<file path="src/rtl/utf8v_pkg.sv">
// ============================================================================
// UTF-8 stream validator package
// Shared types, error codes and byte-class constants for the validator.
// ============================================================================
package utf8v_pkg;

    // First-error codes reported with every result.
    typedef enum logic [2:0] {
        ERR_NONE      = 3'd0,
        ERR_CONTROL   = 3'd1,
        ERR_LEAD      = 3'd2,
        ERR_CONT      = 3'd3,
        ERR_RANGE     = 3'd4,
        ERR_TRUNCATED = 3'd5
    } t_err;

    // Sequence length classes (number of continuation bytes).
    localparam logic [1:0] CLS_NONE  = 2'd0;
    localparam logic [1:0] CLS_TWO   = 2'd1;
    localparam logic [1:0] CLS_THREE = 2'd2;
    localparam logic [1:0] CLS_FOUR  = 2'd3;

    // Byte ranges and code point limits.
    localparam logic [7:0]  BYTE_TAB       = 8'h09;
    localparam logic [7:0]  BYTE_LF        = 8'h0a;
    localparam logic [7:0]  BYTE_CR        = 8'h0d;
    localparam logic [7:0]  BYTE_SPACE     = 8'h20;
    localparam logic [1:0]  CONT_TAG       = 2'b10;
    localparam logic [20:0] CP_MIN_TWO     = 21'h000080;
    localparam logic [20:0] CP_MIN_THREE   = 21'h000800;
    localparam logic [20:0] CP_MIN_FOUR    = 21'h010000;
    localparam logic [20:0] CP_MAX         = 21'h10ffff;
    localparam logic [20:0] CP_SURR_LO     = 21'h00d800;
    localparam logic [20:0] CP_SURR_HI     = 21'h00dfff;

    // One input transaction.
    typedef struct packed {
        logic [7:0] byte_value;
        logic       last_byte;
    } t_in_item;

    // One result transaction.
    typedef struct packed {
        logic       still_valid;
        logic [2:0] error_kind;
        logic       document_done;
        logic       document_valid;
    } t_out_item;

    // Decoder state carried from byte to byte.
    typedef struct packed {
        logic [1:0]  bytes_pending;
        logic [20:0] code_point_accum;
        logic [1:0]  sequence_class;
        t_err        first_error;
    } t_state;

    localparam t_state STATE_RESET = '{
        bytes_pending:    2'd0,
        code_point_accum: 21'd0,
        sequence_class:   CLS_NONE,
        first_error:      ERR_NONE
    };

    // Smallest code point that a sequence of the given class may encode.
    function automatic logic [20:0] class_minimum(input logic [1:0] cls);
        logic [20:0] min_cp;
        unique case (cls)
            CLS_TWO:   min_cp = CP_MIN_TWO;
            CLS_THREE: min_cp = CP_MIN_THREE;
            default:   min_cp = CP_MIN_FOUR;
        endcase
        return min_cp;
    endfunction

endpackage

</file>
<file path="src/rtl/utf8_stream_validator.sv">
// ============================================================================
// UTF-8 stream validator
// Checks a byte stream for strict UTF-8 text with a per-byte sticky status
// and a document verdict on the byte marked last.
// ============================================================================
//
//  Channel | Direction | Handshake             | Payload
//  --------+-----------+-----------------------+-----------------------
//  in      | input     | i_in_valid/o_in_stall | i_in_data  (t_in_item)
//  out     | output    | o_out_valid/i_out_stall | o_out_data (t_out_item)
//
//  One transaction is accepted every cycle while the output side keeps up.
//  Each byte passes through the input register, then the decode step into the
//  result register.
//  Reset (synchronous, active low) empties both registers and clears the
//  decoder state; it needs no clearing pass.
//  A stall on the output holds the result register, and the input stalls
//  only when the input register is full and cannot move forward.
module utf8_stream_validator (
    input  logic                 i_clk,
    input  logic                 i_rst_n,
    input  logic                 i_in_valid,
    output logic                 o_in_stall,
    input  utf8v_pkg::t_in_item  i_in_data,
    output logic                 o_out_valid,
    input  logic                 i_out_stall,
    output utf8v_pkg::t_out_item o_out_data
);

    logic                 r_in_valid;
    utf8v_pkg::t_in_item  r_in_data;
    logic                 r_out_valid;
    utf8v_pkg::t_out_item r_out_data;
    utf8v_pkg::t_state    r_state;
    utf8v_pkg::t_state    n_state;
    utf8v_pkg::t_out_item n_result;
    logic                 out_free;
    logic                 advance;
    logic                 in_take;

    // Pipeline flow control.
    assign out_free   = !r_out_valid || !i_out_stall;
    assign advance    = r_in_valid && out_free;
    assign o_in_stall = r_in_valid && !out_free;
    assign in_take    = i_in_valid && !o_in_stall;

    // Decode step for the byte in the input register.
    utf8v_decode u_decode (
        .i_state  (r_state),
        .i_item   (r_in_data),
        .o_state  (n_state),
        .o_result (n_result)
    );

    // Input register.
    always_ff @(posedge i_clk) begin
        if (!i_rst_n) begin
            r_in_valid <= 1'b0;
        end else if (in_take) begin
            r_in_valid <= 1'b1;
        end else if (advance) begin
            r_in_valid <= 1'b0;
        end
        if (in_take) begin
            r_in_data <= i_in_data;
        end
    end

    // Decoder state, updated as each byte moves to the result register.
    always_ff @(posedge i_clk) begin
        if (!i_rst_n) begin
            r_state <= utf8v_pkg::STATE_RESET;
        end else if (advance) begin
            r_state <= n_state;
        end
    end

    // Result register.
    always_ff @(posedge i_clk) begin
        if (!i_rst_n) begin
            r_out_valid <= 1'b0;
        end else if (out_free) begin
            r_out_valid <= r_in_valid;
        end
        if (advance) begin
            r_out_data <= n_result;
        end
    end

    assign o_out_valid = r_out_valid;
    assign o_out_data  = r_out_data;

endmodule

</file>
<file path="src/rtl/utf8v_decode.sv">
// ============================================================================
// UTF-8 byte decoder
// Combinational step: takes the current state and one byte, and gives the
// next state and the result for that byte.
// ============================================================================
module utf8v_decode (
    input  utf8v_pkg::t_state    i_state,
    input  utf8v_pkg::t_in_item  i_item,
    output utf8v_pkg::t_state    o_state,
    output utf8v_pkg::t_out_item o_result
);

    utf8v_pkg::t_state step_state;
    utf8v_pkg::t_state end_state;
    logic [7:0]        b;
    logic [20:0]       cp_next;
    logic [1:0]        pend_next;
    logic              range_bad;

    assign b         = i_item.byte_value;
    assign cp_next   = {i_state.code_point_accum[14:0], b[5:0]};
    assign pend_next = i_state.bytes_pending - 2'd1;
    assign range_bad = (cp_next < utf8v_pkg::class_minimum(i_state.sequence_class))
                     || (cp_next > utf8v_pkg::CP_MAX)
                     || ((cp_next >= utf8v_pkg::CP_SURR_LO)
                         && (cp_next <= utf8v_pkg::CP_SURR_HI));

    // Byte decode. Any error drops the open sequence and latches the first code.
    always_comb begin
        step_state = i_state;
        if (i_state.first_error != utf8v_pkg::ERR_NONE) begin
            step_state = i_state;
        end else if (i_state.bytes_pending != 2'd0) begin
            if (b[7:6] != utf8v_pkg::CONT_TAG) begin
                step_state             = utf8v_pkg::STATE_RESET;
                step_state.first_error = utf8v_pkg::ERR_CONT;
            end else if (pend_next != 2'd0) begin
                step_state.bytes_pending    = pend_next;
                step_state.code_point_accum = cp_next;
            end else if (range_bad) begin
                step_state             = utf8v_pkg::STATE_RESET;
                step_state.first_error = utf8v_pkg::ERR_RANGE;
            end else begin
                step_state = utf8v_pkg::STATE_RESET;
            end
        end else begin
            unique case (b) inside
                [8'h00:8'h7f]: begin
                    if ((b < utf8v_pkg::BYTE_SPACE) && (b != utf8v_pkg::BYTE_TAB)
                        && (b != utf8v_pkg::BYTE_LF) && (b != utf8v_pkg::BYTE_CR)) begin
                        step_state.first_error = utf8v_pkg::ERR_CONTROL;
                    end
                end
                [8'hc2:8'hdf]: begin
                    step_state.bytes_pending    = 2'd1;
                    step_state.sequence_class   = utf8v_pkg::CLS_TWO;
                    step_state.code_point_accum = {16'd0, b[4:0]};
                end
                [8'he0:8'hef]: begin
                    step_state.bytes_pending    = 2'd2;
                    step_state.sequence_class   = utf8v_pkg::CLS_THREE;
                    step_state.code_point_accum = {17'd0, b[3:0]};
                end
                [8'hf0:8'hf4]: begin
                    step_state.bytes_pending    = 2'd3;
                    step_state.sequence_class   = utf8v_pkg::CLS_FOUR;
                    step_state.code_point_accum = {18'd0, b[2:0]};
                end
                default: begin
                    step_state             = utf8v_pkg::STATE_RESET;
                    step_state.first_error = utf8v_pkg::ERR_LEAD;
                end
            endcase
        end
    end

    // A sequence still open on the last byte is a truncation.
    always_comb begin
        end_state = step_state;
        if (i_item.last_byte && (step_state.bytes_pending != 2'd0)) begin
            end_state             = utf8v_pkg::STATE_RESET;
            end_state.first_error = utf8v_pkg::ERR_TRUNCATED;
        end
    end

    // Result for this byte; the document closes on the last byte.
    always_comb begin
        o_result.still_valid    = (end_state.first_error == utf8v_pkg::ERR_NONE);
        o_result.error_kind     = end_state.first_error;
        o_result.document_done  = i_item.last_byte;
        o_result.document_valid = i_item.last_byte
                                  && (end_state.first_error == utf8v_pkg::ERR_NONE);
        o_state = i_item.last_byte ? utf8v_pkg::STATE_RESET : end_state;
    end

endmodule
</file>
<file path="config.mk">
export PLATFORM = sky130hd
export DESIGN_NAME = utf8_stream_validator
export DESIGN_NICKNAME = d
export VERILOG_FILES = /design/src/rtl/utf8v_pkg.sv /design/src/rtl/utf8_stream_validator.sv /design/src/rtl/utf8v_decode.sv
export SDC_FILE = /design/constraint.sdc
export NUM_CORES = 1
export LEC_CHECK = 0
export BUFFER_PORTS_ARGS = -buffer_cell sky130_fd_sc_hd__buf_4
export CAP_MARGIN = 20
export CORE_ASPECT_RATIO = 1.75
export CORE_MARGIN = 4
export CORE_UTILIZATION = 45
export DETAILED_ROUTE_END_ITERATION = 10
export HOLD_SLACK_MARGIN = 0.15
export PLACE_DENSITY = 0.68
export SETUP_SLACK_MARGIN = 0.05
export SYNTH_ARGS = -nofsm -noshare
export SYNTH_HDL_FRONTEND = slang
export SYNTH_SLANG_ARGS = --single-unit
</file>
<file path="constraint.sdc">
create_clock -name i_clk -period 2.28 [get_ports i_clk]
set_input_delay 0.456 -clock i_clk [delete_from_list [all_inputs] [get_ports i_clk]]
set_output_delay 0.456 -clock i_clk [all_outputs]
set_load 0.05 [all_outputs]
</file>
==> impl_results.md <==
* P&R area growth vs syn at 18.4%
* Run status: finished, final reports clean
* Iter 0 DRT Violations at 36
* Top area cells in the synthesized netlist: dfxtp_1 (24%), edfxtp_1 (23%), a21boi_0 (5.0%)
* Unrepaired setup endpoints after global routing: true
* # setup viols final at 0
* Mapped Area at 1960 um^2
* Remaining Overflow, GRT at 0
* Nets at 247
* Total cell area at the placement stage at 2200 um^2
* CP max-delay cell: or3b_1
* Biggest area consumer among synthesized cells: dfxtp_1
* Worst-case vdd ir drop at 0.000547 V
* Clock-pin slew on the worst setup and hold paths at 0.08 ns
* Area of the core at 4190 um^2
* Endpoints failing hold at 0
* Combined area of the multi-input logic cells at 976 um^2
* Number of pins exceeding their max-slew limit in the final report at 0
* Achievable Freq at 0.469 GHz
* Fraction of final layout cells sized beyond drive strength 1 at 0.188
* Static leakage at 0.873 nW
* CTS Buffer Depth at 2
* Count of filler cells inserted in the layout at 387
* Max Fanout on Critical Path at 5
* Crit end category: flip-flop
* Actual transition at the worst max-transition pin at 0.587 ns
* Number of vias per cell at 5.68
* Crit start category: flip-flop
* Effective utilization at floorplan at 0.469
* Path type of the worst min-delay path: input pin to flip-flop
* Fin crit period at 2.13 ns
* Worst EP required at 2.32 ns
* Post-synthesis sequential element count at 39
* Number of antenna violations at the first check in global routing at 0
* Per-instance average area after synthesis at 9.77 um^2
* Total wire length at 4380 um
* Peak per-stage delay on the critical path at 0.49 ns
* IO Port Bufs at 20
* Worst Clk Skew at 0.0103 ns
* Post-synth net total at 220
* CTS Sinks at 39
* Width of the chip at 57.9 um
* Part of the Yosys area used for sequential elements at 0.474
* Die Y-Extent at 95.4 um
* Most used DFF post-synth: dfxtp_1
* Via count of the first global-routing pass at 1496
* Remaining max-slew budget at the tightest pin at 0.605
* Number of unique standard cell types used by synthesis at 46
* Pin count of the biggest net entering global routing at 24
* Flip-flop and latch area at 931 um^2
* Summed negative setup slack over all endpoints at 0 ns
* Remaining design rule violation count at 0
* Cells along the critical path: inv_1 -> ha_1 -> or3b_1 -> nor3_2 -> a22o_1 -> o31ai_2 -> and4_1
* Pwr/cell area at 636 nW/um^2
* Antenna viol nets, final at 0
* Cell area after layout at 2320 um^2
* Overall global routing resource usage at 0.166
* Cells after synthesis at 201
* Count of max-cap constraint violations at 0
* FFs w/ async S/R, synth at 0
* Global-route wire length before repair at 6890 um
* Number of buffers created by CTS at 5
* Count of flip-flops with a built-in enable after synthesis at 15
* Post-detailed-placement half-perimeter wirelength at 3250 um
* TritonCTS clock tree: done
* Clk Latency, worst-skew pair at 0.30 ns
* Total number of H-tree levels at 2
* Root buf cell: clkbuf_8
* Top-Level Pins at 21
* Average wire length per cell after detail routing at 15.7 um
* First-pass iteration count of the detailed router at 4
* Dominant delay contributor by cell family on the critical path: simple AND/OR/NAND/NOR gates
* Total number of placement rows at 31
* Data arrival time of the critical path at 2.18 ns
* Part of the cycle the worst path needs at 0.935
* Bufs and invs on worst path at 1
* Share of the synthesized area in the top cell type at 0.245
* Total number of vias at 1578
* Routability Congestion at 0.835
* Kind of critical path: flip-flop to flip-flop
* # diodes at 0
* Full die area at 5530 um^2
* Yosys synthesis warning count at 0
[cell type report]
type                    instances  share of cell area
clock buffers                   7              0.0420
clock inverters                 1             0.00269
inverters                       9              0.0145
multi-input cells             144               0.420
flip-flops and latches         39               0.401
well taps                      49              0.0264
repair buffers                 29              0.0937
[worst register-to-register path, stage by stage (launching register included)]
cell,delay (ns)
dfxtp_1,0.42
inv_1,0.09
ha_1,0.23
or3b_1,0.49
nor3_2,0.18
a22o_1,0.19
o31ai_2,0.10
and4_1,0.19
[cells by family (layout without fill, tap and decap cells)]
group,after synthesis,after routing,synth area share
AND/OR/NAND/NOR,82,82,0.239
AO/OA/AOI/OAI,55,55,0.207
flip-flops,39,39,0.474
buffers and inverters,18,46,0.0370
adder cells (fa/ha/maj),6,6,0.0382
multiplexers,1,1,0.00510
[worst paths after layout]
path,start,to,slack (ns),cells after the start
worst min-delay path,i_in_data[0],r_in_data[0],0.33,1
worst min register to register,r_state[17],r_state[17],0.46,2
worst max register to register,r_state[26],o_out_data[5],0.15,7
worst max-delay path,r_state[26],o_out_data[5],0.15,7
[Yosys cell counts (2+ instances only)]
library cell	count
a32oi_1	2
and3_1	2
nor3_1	7
a22oi_1	3
nand2_1	19
a21oi_1	5
ha_1	6
and4_1	2
nor4_1	3
nor2b_1	10
o31ai_1	2
buf_2	4
edfxtp_1	15
clkbuf_1	5
nand3_1	13
a21boi_1	3
nor2_1	10
o21ai_0	9
a21boi_0	13
dfxtp_1	24
or3_1	4
o21a_1	7
or4_1	2
inv_1	9
[layer usage]
layer	wire, um	global-route usage	part of all wire	vias up
met5	0	0	0	-
met2	2340	0.297	0.54	40
met3	179	0.0339	0.041	15
met4	208	0.110	0.048	0
li1	-	-	-	799
met1	1640	0.170	0.38	724
[layout by cell type, fill, tap and decap left out, types with 2 or more instances in the layout]
cell,instances
a21boi_0,12
a21boi_1,4
a21oi_1,5
a22oi_1,3
a32oi_1,2
and3_1,2
and4_1,2
buf_4,29
clkbuf_8,5
dfxtp_1,24
edfxtp_1,15
ha_1,6
inv_1,9
nand2_1,19
nand3_1,13
nor2_1,10
nor2b_1,10
nor3_1,6
nor3_2,2
nor4_1,3
o21a_1,7
o21ai_0,9
o31ai_1,2
or3_1,4
or4_1,2
[state kept, by name (all words and copies together) (netlist names)]
name and flops:
o_out_data 6, r_state 22, r_in_valid 1, r_in_data 9
o_out_valid 1
[what timing repair did]
item	4_1_cts	5_1_grt
setup endpoints to repair	0	2
setup buffers	0	0
gates resized for setup	0	2
hold buffers	0	0
endpoints found under the hold margin	0	0
[metrics by stage]
step	cells	hold slack, ns	util	power (W)	setup slack [ns]
2_1_floorplan	201	0.424	-	0.000893	0.323
3_3_place_gp	270	0.447	0.526	0.000957	0.243
3_5_place_dp	270	0.454	0.526	0.000958	0.169
4_1_cts	278	0.327	0.551	0.00148	0.141
5_1_grt	278	0.324	0.555	0.00152	0.0245
6_report	278	0.330	0.555	0.00148	0.148
[where the power goes]
group / internal (W) / switching, W / total, W / leakage (nW)
Sequential: 0.000748 / 0.0000214 / 0.000769 / 0.338
Clock: 0.000283 / 0.000251 / 0.000534 / 0.0539
Combinational: 0.0000712 / 0.000104 / 0.000175 / 0.481
No activity file was read; power rests on OpenSTA's default activity.
